$ cat src/hw/rtl/lds_pkg.sv
// ----------------------------------------------------------------------------
// LOOK disk scheduler package
// Shared types and constants of the LOOK disk scheduler.
// ----------------------------------------------------------------------------
package lds_pkg;

    localparam int SEEK_BITS  = 17;
    localparam int APB_ADDR_W = 3;
    localparam int APB_DATA_W = 32;

    // Word index of each configuration register, taken from paddr[2].
    localparam logic REG_HEAD_POSITION    = 1'b0;
    localparam logic REG_SWEEP_DOWN_FIRST = 1'b1;

    typedef enum logic [1:0] {
        ST_LOAD,
        ST_START,
        ST_SERVE
    } lds_state_t;

    // Flags that one cell shows to its neighbors.
    typedef struct packed {
        logic valid;
        logic greater;
        logic below;
        logic tok;
    } lds_link_t;

    // Commands broadcast to every cell of the row.
    typedef struct packed {
        logic ins;
        logic clr;
        logic tok_load;
        logic load_top_below;
        logic tok_step;
        logic dir_up;
    } lds_cell_ctrl_t;

    // Virtual neighbor below cell 0: always filled and below the head.
    localparam lds_link_t LINK_BOTTOM = '{valid: 1'b1, greater: 1'b0, below: 1'b1, tok: 1'b0};
    // Virtual neighbor above the last cell: always empty.
    localparam lds_link_t LINK_TOP    = '{valid: 1'b0, greater: 1'b0, below: 1'b0, tok: 1'b0};

endpackage

$ cat src/hw/rtl/lds_cell.sv
// ----------------------------------------------------------------------------
// LOOK disk scheduler cell
// Holds one sorted request, takes part in the insertion shift and passes the
// service token to its neighbors.
// ----------------------------------------------------------------------------
module lds_cell
    import lds_pkg::*;
#(
    parameter int CYLINDER_BITS = 12
) (
    input  logic                     aclk,
    input  logic                     aresetn,
    input  lds_cell_ctrl_t           ctrl,
    input  logic [CYLINDER_BITS-1:0] ins_value,
    input  logic [CYLINDER_BITS-1:0] head_position,
    input  logic [CYLINDER_BITS-1:0] lo_value,
    input  lds_link_t                lo_link,
    input  lds_link_t                hi_link,
    output logic [CYLINDER_BITS-1:0] value,
    output lds_link_t                link,
    output logic                     first_up,
    output logic                     top_below,
    output logic                     tok_top
);

    logic [CYLINDER_BITS-1:0] value_reg, value_next;
    logic                     valid_reg, valid_next;
    logic                     tok_reg, tok_next;
    logic                     greater;
    logic                     below;

    assign greater   = valid_reg && (value_reg > ins_value);
    assign below     = valid_reg && (value_reg < head_position);
    assign first_up  = valid_reg && !below && !(lo_link.valid && !lo_link.below);
    assign top_below = below && !hi_link.below;
    assign tok_top   = tok_reg && !hi_link.valid;

    assign value        = value_reg;
    assign link.valid   = valid_reg;
    assign link.greater = greater;
    assign link.below   = below;
    assign link.tok     = tok_reg;

    always_comb begin
        value_next = value_reg;
        valid_next = valid_reg;
        tok_next   = tok_reg;
        if (ctrl.ins) begin
            if (lo_link.greater) begin
                value_next = lo_value;
            end else if (greater || (!valid_reg && lo_link.valid)) begin
                value_next = ins_value;
            end
            valid_next = valid_reg || lo_link.valid;
        end
        if (ctrl.clr) begin
            valid_next = 1'b0;
            tok_next   = 1'b0;
        end else if (ctrl.tok_load) begin
            tok_next = ctrl.load_top_below ? top_below : first_up;
        end else if (ctrl.tok_step) begin
            tok_next = ctrl.dir_up ? lo_link.tok : hi_link.tok;
        end
    end

    always_ff @(posedge aclk) begin
        if (!aresetn) begin
            valid_reg <= 1'b0;
            tok_reg   <= 1'b0;
        end else begin
            valid_reg <= valid_next;
            tok_reg   <= tok_next;
        end
    end

    always_ff @(posedge aclk) begin
        value_reg <= value_next;
    end

endmodule

$ cat src/hw/rtl/lds_apb_regs.sv
// ----------------------------------------------------------------------------
// LOOK disk scheduler configuration registers
// APB register file holding the head position and the sweep direction.
// ----------------------------------------------------------------------------
module lds_apb_regs
    import lds_pkg::*;
#(
    parameter int CYLINDER_BITS = 12
) (
    input  logic                     aclk,
    input  logic                     aresetn,
    input  logic                     psel,
    input  logic                     penable,
    input  logic                     pwrite,
    input  logic [APB_ADDR_W-1:0]    paddr,
    input  logic [APB_DATA_W-1:0]    pwdata,
    output logic [APB_DATA_W-1:0]    prdata,
    output logic                     pready,
    output logic [CYLINDER_BITS-1:0] head_position,
    output logic                     sweep_down_first
);

    logic [CYLINDER_BITS-1:0] head_position_reg, head_position_next;
    logic                     sweep_down_first_reg, sweep_down_first_next;
    logic                     wr_en;

    assign pready = 1'b1;
    assign wr_en  = psel && penable && pwrite && pready;

    always_comb begin
        head_position_next    = head_position_reg;
        sweep_down_first_next = sweep_down_first_reg;
        if (wr_en) begin
            case (paddr[2])
                REG_HEAD_POSITION: begin
                    head_position_next = pwdata[CYLINDER_BITS-1:0];
                end
                REG_SWEEP_DOWN_FIRST: begin
                    sweep_down_first_next = pwdata[0];
                end
                default: begin
                    head_position_next = head_position_reg;
                end
            endcase
        end
    end

    always_ff @(posedge aclk) begin
        if (!aresetn) begin
            head_position_reg    <= '0;
            sweep_down_first_reg <= 1'b0;
        end else begin
            head_position_reg    <= head_position_next;
            sweep_down_first_reg <= sweep_down_first_next;
        end
    end

    always_comb begin
        case (paddr[2])
            REG_HEAD_POSITION:    prdata = APB_DATA_W'(head_position_reg);
            REG_SWEEP_DOWN_FIRST: prdata = APB_DATA_W'(sweep_down_first_reg);
            default:              prdata = '0;
        endcase
    end

    assign head_position    = head_position_reg;
    assign sweep_down_first = sweep_down_first_reg;

endmodule

$ cat src/hw/rtl/look_disk_scheduler.sv
// ----------------------------------------------------------------------------
// LOOK disk scheduler
// Sorts a batch of cylinder requests in a row of cells and emits them in LOOK
// service order with the move distance and the running seek total.
// ----------------------------------------------------------------------------
// Requests are taken one per cycle and inserted in ascending order by a row of
// MAX_REQUESTS cells that compare and shift in parallel; a request arriving
// when the row is full is dropped. The item flagged by s_tlast ends the batch:
// the input then stalls, the ST_START state places the service token and the
// results follow in ST_SERVE at one per cycle whenever the output register is
// free, so a batch of n stored requests gives n results, and the input opens
// again once the last result is loaded into the output register. The token
// steps one cell per cycle while results are emitted, which sets the service
// rate.
module look_disk_scheduler
    import lds_pkg::*;
#(
    parameter int MAX_REQUESTS  = 32,
    parameter int CYLINDER_BITS = 12
) (
    input  logic                  aclk,
    input  logic                  aresetn,
    // tdata: request_cylinder
    input  logic [((CYLINDER_BITS+7)/8)*8-1:0] s_tdata,
    // tlast: batch_end
    input  logic                  s_tlast,
    input  logic                  s_tvalid,
    output logic                  s_tready,
    // tdata: served_cylinder, move_distance, seek_total
    output logic [((2*CYLINDER_BITS+SEEK_BITS+7)/8)*8-1:0] m_tdata,
    // tlast: final_result
    output logic                  m_tlast,
    output logic                  m_tvalid,
    input  logic                  m_tready,
    input  logic                  psel,
    input  logic                  penable,
    input  logic                  pwrite,
    input  logic [APB_ADDR_W-1:0] paddr,
    input  logic [APB_DATA_W-1:0] pwdata,
    output logic [APB_DATA_W-1:0] prdata,
    output logic                  pready
);

    localparam int CB     = CYLINDER_BITS;
    localparam int N      = MAX_REQUESTS;
    localparam int CNT_W  = $clog2(N + 1);
    localparam int SUM_W  = (CB > SEEK_BITS) ? CB : SEEK_BITS;
    localparam int OUT_W  = ((2 * CB + SEEK_BITS + 7) / 8) * 8;
    localparam int OUT_PAD = OUT_W - 2 * CB - SEEK_BITS;

    logic [CB-1:0]    head_position;
    logic             sweep_down_first;

    lds_state_t       state_reg, state_next;
    lds_cell_ctrl_t   ctrl;

    logic [CB-1:0]    cell_value [N];
    logic [CB-1:0]    lo_value   [N];
    lds_link_t        cell_link  [N];
    lds_link_t        lo_link    [N];
    lds_link_t        hi_link    [N];
    logic [N-1:0]     first_up_vec;
    logic [N-1:0]     top_below_vec;
    logic [N-1:0]     tok_top_vec;
    logic [N-1:0]     tok_vec;
    logic [N-1:0]     valid_vec;

    logic [CNT_W-1:0] cnt_reg, cnt_next;
    logic [CNT_W-1:0] emit_cnt_reg, emit_cnt_next;
    logic             dir_up_reg, dir_up_next;
    logic [CB-1:0]    head_now_reg, head_now_next;
    logic [SEEK_BITS-1:0] seek_reg, seek_next;

    logic             m_tvalid_reg, m_tvalid_next;
    logic [CB-1:0]    served_reg;
    logic [CB-1:0]    move_reg;
    logic [SEEK_BITS-1:0] seek_out_reg;
    logic             last_reg;

    logic             full;
    logic             any_below;
    logic             any_upper;
    logic             start_down;
    logic             tok_exit;
    logic             last_item;
    logic             emit;
    logic [CB-1:0]    served_sel;
    logic [CB-1:0]    move_dist;

    lds_apb_regs #(
        .CYLINDER_BITS(CB)
    ) u_regs (
        .aclk             (aclk),
        .aresetn          (aresetn),
        .psel             (psel),
        .penable          (penable),
        .pwrite           (pwrite),
        .paddr            (paddr),
        .pwdata           (pwdata),
        .prdata           (prdata),
        .pready           (pready),
        .head_position    (head_position),
        .sweep_down_first (sweep_down_first)
    );

    for (genvar i = 0; i < N; i++) begin : g_cell
        if (i == 0) begin : g_lo_end
            assign lo_link[i]  = LINK_BOTTOM;
            assign lo_value[i] = '0;
        end else begin : g_lo
            assign lo_link[i]  = cell_link[i-1];
            assign lo_value[i] = cell_value[i-1];
        end
        if (i == N - 1) begin : g_hi_end
            assign hi_link[i] = LINK_TOP;
        end else begin : g_hi
            assign hi_link[i] = cell_link[i+1];
        end

        lds_cell #(
            .CYLINDER_BITS(CB)
        ) u_cell (
            .aclk          (aclk),
            .aresetn       (aresetn),
            .ctrl          (ctrl),
            .ins_value     (s_tdata[CB-1:0]),
            .head_position (head_position),
            .lo_value      (lo_value[i]),
            .lo_link       (lo_link[i]),
            .hi_link       (hi_link[i]),
            .value         (cell_value[i]),
            .link          (cell_link[i]),
            .first_up      (first_up_vec[i]),
            .top_below     (top_below_vec[i]),
            .tok_top       (tok_top_vec[i])
        );

        assign tok_vec[i]   = cell_link[i].tok;
        assign valid_vec[i] = cell_link[i].valid;
    end

    assign full       = valid_vec[N-1];
    assign any_below  = |top_below_vec;
    assign any_upper  = |first_up_vec;
    assign start_down = sweep_down_first ? any_below : !any_upper;
    assign tok_exit   = dir_up_reg ? (|tok_top_vec) : tok_vec[0];
    assign last_item  = (emit_cnt_reg + CNT_W'(1)) == cnt_reg;

    always_comb begin
        served_sel = '0;
        for (int i = 0; i < N; i++) begin
            served_sel = served_sel | (cell_value[i] & {CB{tok_vec[i]}});
        end
    end

    assign move_dist = (served_sel >= head_now_reg) ? (served_sel - head_now_reg)
                                                    : (head_now_reg - served_sel);

    always_comb begin
        state_next = state_reg;
        case (state_reg)
            ST_LOAD: begin
                if (s_tvalid && s_tready && s_tlast) begin
                    state_next = ST_START;
                end
            end
            ST_START: begin
                state_next = ST_SERVE;
            end
            ST_SERVE: begin
                if (emit && last_item) begin
                    state_next = ST_LOAD;
                end
            end
            default: begin
                state_next = ST_LOAD;
            end
        endcase
    end

    always_comb begin
        ctrl     = '0;
        s_tready = 1'b0;
        emit     = 1'b0;
        case (state_reg)
            ST_LOAD: begin
                s_tready = 1'b1;
                ctrl.ins = s_tvalid && !full;
            end
            ST_START: begin
                ctrl.tok_load       = 1'b1;
                ctrl.load_top_below = start_down;
            end
            ST_SERVE: begin
                emit = !m_tvalid_reg || m_tready;
                if (emit) begin
                    if (last_item) begin
                        ctrl.clr = 1'b1;
                    end else if (tok_exit) begin
                        ctrl.tok_load       = 1'b1;
                        ctrl.load_top_below = dir_up_reg;
                    end else begin
                        ctrl.tok_step = 1'b1;
                        ctrl.dir_up   = dir_up_reg;
                    end
                end
            end
            default: begin
                s_tready = 1'b0;
            end
        endcase
    end

    always_comb begin
        cnt_next      = cnt_reg;
        emit_cnt_next = emit_cnt_reg;
        dir_up_next   = dir_up_reg;
        head_now_next = head_now_reg;
        seek_next     = seek_reg;
        m_tvalid_next = m_tvalid_reg;
        if (ctrl.ins) begin
            cnt_next = cnt_reg + CNT_W'(1);
        end
        if (ctrl.clr) begin
            cnt_next = '0;
        end
        if (state_reg == ST_START) begin
            emit_cnt_next = '0;
            dir_up_next   = !start_down;
            head_now_next = head_position;
            seek_next     = '0;
        end
        if (emit) begin
            emit_cnt_next = emit_cnt_reg + CNT_W'(1);
            head_now_next = served_sel;
            seek_next     = SEEK_BITS'(SUM_W'(seek_reg) + SUM_W'(move_dist));
            if (tok_exit && !last_item) begin
                dir_up_next = !dir_up_reg;
            end
            m_tvalid_next = 1'b1;
        end else if (m_tready) begin
            m_tvalid_next = 1'b0;
        end
    end

    always_ff @(posedge aclk) begin
        if (!aresetn) begin
            state_reg    <= ST_LOAD;
            cnt_reg      <= '0;
            emit_cnt_reg <= '0;
            dir_up_reg   <= 1'b0;
            m_tvalid_reg <= 1'b0;
        end else begin
            state_reg    <= state_next;
            cnt_reg      <= cnt_next;
            emit_cnt_reg <= emit_cnt_next;
            dir_up_reg   <= dir_up_next;
            m_tvalid_reg <= m_tvalid_next;
        end
    end

    always_ff @(posedge aclk) begin
        head_now_reg <= head_now_next;
        seek_reg     <= seek_next;
        if (emit) begin
            served_reg   <= served_sel;
            move_reg     <= move_dist;
            seek_out_reg <= seek_next;
            last_reg     <= last_item;
        end
    end

    assign m_tvalid = m_tvalid_reg;
    assign m_tlast  = last_reg;
    assign m_tdata  = {{OUT_PAD{1'b0}}, seek_out_reg, move_reg, served_reg};

    a_token_onehot: assert property (@(posedge aclk) disable iff (!aresetn)
        state_reg == ST_SERVE |-> $onehot(tok_vec))
        else $error("Service token is not held by exactly one cell.");

    a_token_idle: assert property (@(posedge aclk) disable iff (!aresetn)
        state_reg == ST_LOAD |-> tok_vec == '0)
        else $error("Service token present while loading requests.");

    a_valid_packed: assert property (@(posedge aclk) disable iff (!aresetn)
        (valid_vec & (valid_vec + N'(1))) == '0)
        else $error("Filled cells are not packed from the bottom of the row.");

    a_count_match: assert property (@(posedge aclk) disable iff (!aresetn)
        $countones(valid_vec) == int'(cnt_reg))
        else $error("Request count disagrees with the filled cells.");

endmodule
$ cat config.mk
export PLATFORM = sky130hd
export DESIGN_NAME = look_disk_scheduler
export DESIGN_NICKNAME = d
export VERILOG_FILES = /design/src/hw/rtl/lds_pkg.sv /design/src/hw/rtl/lds_cell.sv /design/src/hw/rtl/lds_apb_regs.sv /design/src/hw/rtl/look_disk_scheduler.sv
export SDC_FILE = /design/constraint.sdc
export NUM_CORES = 2
export LEC_CHECK = 0
export ABC_AREA = 1
export BUFFER_PORTS_ARGS = -buffer_cell sky130_fd_sc_hd__buf_4
export CAP_MARGIN = 15
export CORE_MARGIN = 2
export CORE_UTILIZATION = 50
export CTS_CLUSTER_DIAMETER = 60
export DETAILED_ROUTE_END_ITERATION = 6
export PLACE_DENSITY = 0.66
export SLEW_MARGIN = 10
export SYNTH_ARGS = -nofsm -noshare
export SYNTH_HDL_FRONTEND = slang
export SYNTH_HIERARCHICAL = 1
export SYNTH_SLANG_ARGS = --single-unit
$ cat constraint.sdc
create_clock -name aclk -period 9.87 [get_ports aclk]
set_input_delay 0 -clock aclk [delete_from_list [all_inputs] [get_ports aclk]]
set_output_delay 0 -clock aclk [all_outputs]
set_load 0.005 [all_outputs]
* Yosys cells after proc, flatten, opt, wreduce, memory -nomap -nowiden
Cells that the tools add are included.
** Storage, ports and cells
- Register bits :: 548
- Input bits :: 59
- Output and inout port bits :: 84
- Logic and storage cells :: 933
** Cells by class
- $add $sub $neg :: 5
- Order comparisons :: 65
- Equality and inequality tests :: 5
- Mux-type cells :: 219
- Bitwise logic cells :: 65
- Reductions and logical operators :: 465
** Operators by type and width (number)
- $mux 12 :: 65
- $and 12x12->12 :: 32
- $gt 12x12->1 :: 32
- $lt 12x12->1 :: 32
- $or 12x12->12 :: 31
- $logic_and 1x1->1 :: 227
- $mux 1 :: 140
- $logic_not 1->1 :: 100
- $reduce_or 32->1 :: 3
- $reduce_and 2->1 :: 35
- $reduce_bool 2->1 :: 34
- $logic_or 1x1->1 :: 64
- $pmux 32 s2 :: 1
- $mux 17 :: 2
- $sub 12x12->12 :: 2
- $add 17x12->17 :: 1
- $add 6x1->6 const B :: 2
- $ge 12x12->1 :: 1
- $mux 6 :: 2
- $mux 2 :: 5
- $eq 6x6->1 :: 1
- $pmux 2 s3 :: 1
- $mux 5 :: 1
- $mux 4 :: 1
- other kinds (7) :: 9

* Logic depth before layout (Yosys ltp)
- Depth after elaboration :: 36
- Gate-level depth with buffers :: 33
- Gate-level depth less buffers :: 29

* Hierarchy
The synthesis kept the hierarchy.
** By module, submodules not included
- lds_cell :: instances 32, cells each 179, area each 1301.2 µm², sequential area each 400.4 µm²
- look_disk_scheduler :: instances 1, cells each 1223, area each 7997.7 µm², sequential area each 2282.2 µm²
- lds_apb_regs :: instances 1, cells each 137, area each 874.6 µm², sequential area each 260.2 µm²

* Worst setup path after synthesis
No wires, ideal clock.
- Kind :: reg2reg
- Start :: reg state_reg[0]
- End :: reg g_cell[0].u_cell.tok_reg
- Library setup time :: 64 ps
- Arrival time :: 5120 ps
- Required time :: 9806 ps
- Setup slack :: 4687 ps
- Stages on the path, launching flop included :: 13
- Path buffers :: 2
- Clock period less this slack :: 5183 ps
- Path through :: dfxtp_1 inv_1 ha_1 inv_1 nor2_1 buf_2 buf_2 nand3_1 a21oi_1 nor2_1 a21oi_1 nand2_1 nor2_1
** RTL lines
- start, declared :: RTL line look_disk_scheduler.sv:54 : lds_state_t state_reg, state_next;
- start signal, assigned :: RTL line look_disk_scheduler.sv:254 : state_reg <= state_next;
- end signal, assigned :: RTL line lds_cell.sv:72 : tok_reg <= tok_next;
- end, declared :: RTL line lds_cell.sv:28 : logic tok_reg, tok_next;

* Worst setup path after layout
- Start :: reg g_cell[11].u_cell.tok_reg
- End :: reg seek_out_reg[9] (data pin)
** Between the ends
- Word-level cells in the longest chain between the ends :: 26
- Elaborated cells on any way between the ends :: 28
- Those cells by class :: 3 x add/sub; 1 x order compare; 2 x mux; 22 x bitwise
** Ends and longest elaborated chain
- start, declared :: RTL line lds_cell.sv:28
- start signal, assigned :: RTL line lds_cell.sv:72
- $and 12x12->12 * :: RTL line look_disk_scheduler.sv:152 : served_sel = served_sel | (cell_value[i] & {CB{tok_vec[i]}});
- $or 12x12->12 * (21 in series) :: RTL line look_disk_scheduler.sv:152
- net served_sel[3] :: RTL line look_disk_scheduler.sv:87 : logic [CB-1:0] served_sel;
- $sub 12x12->12, or another cell as far along :: RTL line look_disk_scheduler.sv:157 : : (head_now_reg - served_sel);
- $mux 12 * :: RTL line look_disk_scheduler.sv:156 : assign move_dist = (served_sel >= head_now_reg) ? (served_sel - head_now_reg)
- net move_dist[4] :: RTL line look_disk_scheduler.sv:88 : logic [CB-1:0] move_dist;
- $add 17x12->17 * :: RTL line look_disk_scheduler.sv:236 : seek_next = SEEK_BITS'(SUM_W'(seek_reg) + SUM_W'(move_dist));
- $mux 17 * :: RTL line look_disk_scheduler.sv:233 : if (emit) begin
- net seek_next[9] :: RTL line look_disk_scheduler.sv:72 : logic [SEEK_BITS-1:0] seek_reg, seek_next;
- end signal, assigned :: RTL line look_disk_scheduler.sv:268 : seek_out_reg <= seek_next;
- end, declared :: RTL line look_disk_scheduler.sv:77 : logic [SEEK_BITS-1:0] seek_out_reg;
The timed path passes the listed nets; every way through them passes the cells marked *.
A chain may end at the register's enable or synchronous reset.

==> reports/results.ini <==
[run_status]
status = finished with violations
violations = DRC

[synth]
avgSynthCellArea_um2 = 7.13
syn-instance-count = 7086
syn_area_um2 = 50500
yosysWarnings = 6

[sta]
slew_viol_final = 0
rsz0062_at_grt = no
finalSetupViolations = 0
fin_crit_sh_pct = 58.2
fin_hold_ws_ns = 0.0402
tns_ns = 0
fmax_mhz = 174
slew_headroom_pct = 26.1
tightest_slew_ns = 1.10
hold_viol_final = 0
post-route-min-period_ns = 5.74
clock-skew-final_ns = 0.0381

[routing]
drtIter0Drc = 5354
wl_mm = 187
ant_nets = 0
drt_pass1_iterations = 7
viasPerCell = 5.68
vias = 48200
wl_per_cell_um = 22.0
drc_errors = 1

[clock_tree]
numClockSinks = 548
clockBufferDepth = 3
cts_tree = built
post_cts_resized = 0
cts_root_buf = clkbuf_16
cts_buffers = 73
clkTransAtPathRegs_ns = 0.06
htreeDepth = 3
insertion_delay_ns = 0.67

[grt]
grt_pass1_vias = 44300
track_usage_pct = 35.2
grt_first_pass_wirelength_mm = 272
gr-max-usage-layer = met2
antenna_found_initial = 5
met3_usage_pct = 7.17
grt_max_degree = 71
grt_util_met1_pct = 42.4
grt-ovfl-total = 0
grt_util_met2_pct = 56.5

[floorplanning]
pin_count = 143
die_width_um = 322
num_rows = 116
die_area_um2 = 104000
die_h_um = 322
core-area_um2 = 100000
start_util_pct = 50.4

[setup_path]
critPathKind = flop to flop
crit_required_ns = 10.33
cp-start-kind = flop
critPathArrivalTime_ns = 6.20
cp-end-kind = flop
worstPathMaxFanout = 15

[power]
pwr_density_cell_nw_per_um2 = 179
finalPower_mw = 9.78
ir_drop_mv = 0.252
power.leakage_nw = 25.3

[cells_and_area]
n_fill_cell = 9654
postLayoutCoreUtil_pct = 54.6
fin_nets = 7967
drive_gt1_share_pct = 4.55
largest_register_ffs = 384
area_growth_pct = 8.31

[place]
io_buffers = 88
place_congestion = 1.08
dpl.hpwl_mm = 131

[min_path]
worstHoldPathType = input pin to flop

[run]
drv_cap = 0

==> per-stage QoR <==
stage                     setup WS [ns]  instances  cell area [µm²]
after floorplan                    4.69       7136            50700
after global placement             4.40       8289            51600
after detailed placement           4.33       8289            51600
after CTS                          4.35       8478            54600
after global routing               3.84       8486            54700
final                              4.13       8488            54700
==> layout make-up <==
type / instances / area, µm² / share of cell area (%)
Antenna cell: 2 / 5.00 / 0.00915
Clock buffer: 98 / 2020 / 3.70
Clock inverter: 36 / 374 / 0.684
Inverter: 1532 / 5750 / 10.5
Multi-Input combinational cell: 4785 / 28000 / 51.2
Sequential cell: 548 / 15400 / 28.1
Tap cell: 1298 / 1620 / 2.97
Timing Repair Buffer: 189 / 1550 / 2.84
==> layout by cell type, fill, tap and decap left out, drive strengths merged, types with 6 or more instances in the layout <==
master,count
edfxtp,438
nor4,6
a211oi,7
a21oi,489
nand2,1896
a221oi,7
a21o,6
clkinv,24
inv,1536
a21boi,66
nand3,167
dlygate4sd3,55
buf,134
a22o,49
xor2,19
clkbuf,98
ha,776
nor2,505
nor3,26
xnor2,7
conb,54
nand4,165
bufinv,6
o2111ai,32
mux2,32
dfxtp,110
o21ai,456
==> power by group <==
group	switching, mW	internal [mW]
registers	0.265	2.81
clock network	1.15	1.60
logic	2.62	1.34
==> layer usage <==
| metal | up-vias | wire length (µm) |
|---|---|---|
| met4 | 8 | 15400 |
| met5 | - | 47 |
| met1 | 22200 | 70100 |
| met3 | 745 | 19400 |
| met2 | 2521 | 82200 |
| li1 | 22700 | - |
==> timing repair <==
| action | 4_1_cts | 5_1_grt |
|---|---|---|
| endpoints found under the hold margin | 38 | 0 |
| hold buffers | 55 | 0 |
| setup buffers | 0 | 0 |
==> path summary, 6_finish.rpt <==
check	startpoint	end	slack [ns]	cells after the start
max	g_cell[11].u_cell/tok_reg$_SDFFE_PP0P_	seek_out_reg[9]$_DFFE_PP_	4.13	22
min	s_tvalid	cnt_reg[0]$_SDFFE_PP0P_	0.04	6
max reg2reg	g_cell[11].u_cell/tok_reg$_SDFFE_PP0P_	seek_out_reg[9]$_DFFE_PP_	4.13	22
min reg2reg	seek_reg[10]$_DFF_P_	seek_reg[10]$_DFF_P_	0.49	2
==> critical path, cell delays in order, from the launching register on <==
cell and delay, ns:
dfxtp_1 0.56, nand2_1 0.33, nand4_1 0.16, nor3_1 0.55, nand4_1 0.68, ha_1 0.66
nand2_1 0.11, o21ai_2 0.26, nand3_1 0.10, and3_1 0.19, nand2_2 0.19, inv_2 0.15
nand2_1 0.08, nand2_1 0.06, inv_1 0.09, ha_1 0.29, a21oi_1 0.18, o21ai_0 0.12
a21oi_1 0.21, o21ai_0 0.15, nand2_1 0.08, nand2_1 0.04, o21ai_0 0.27
No activity file was read; power rests on OpenSTA's default activity.
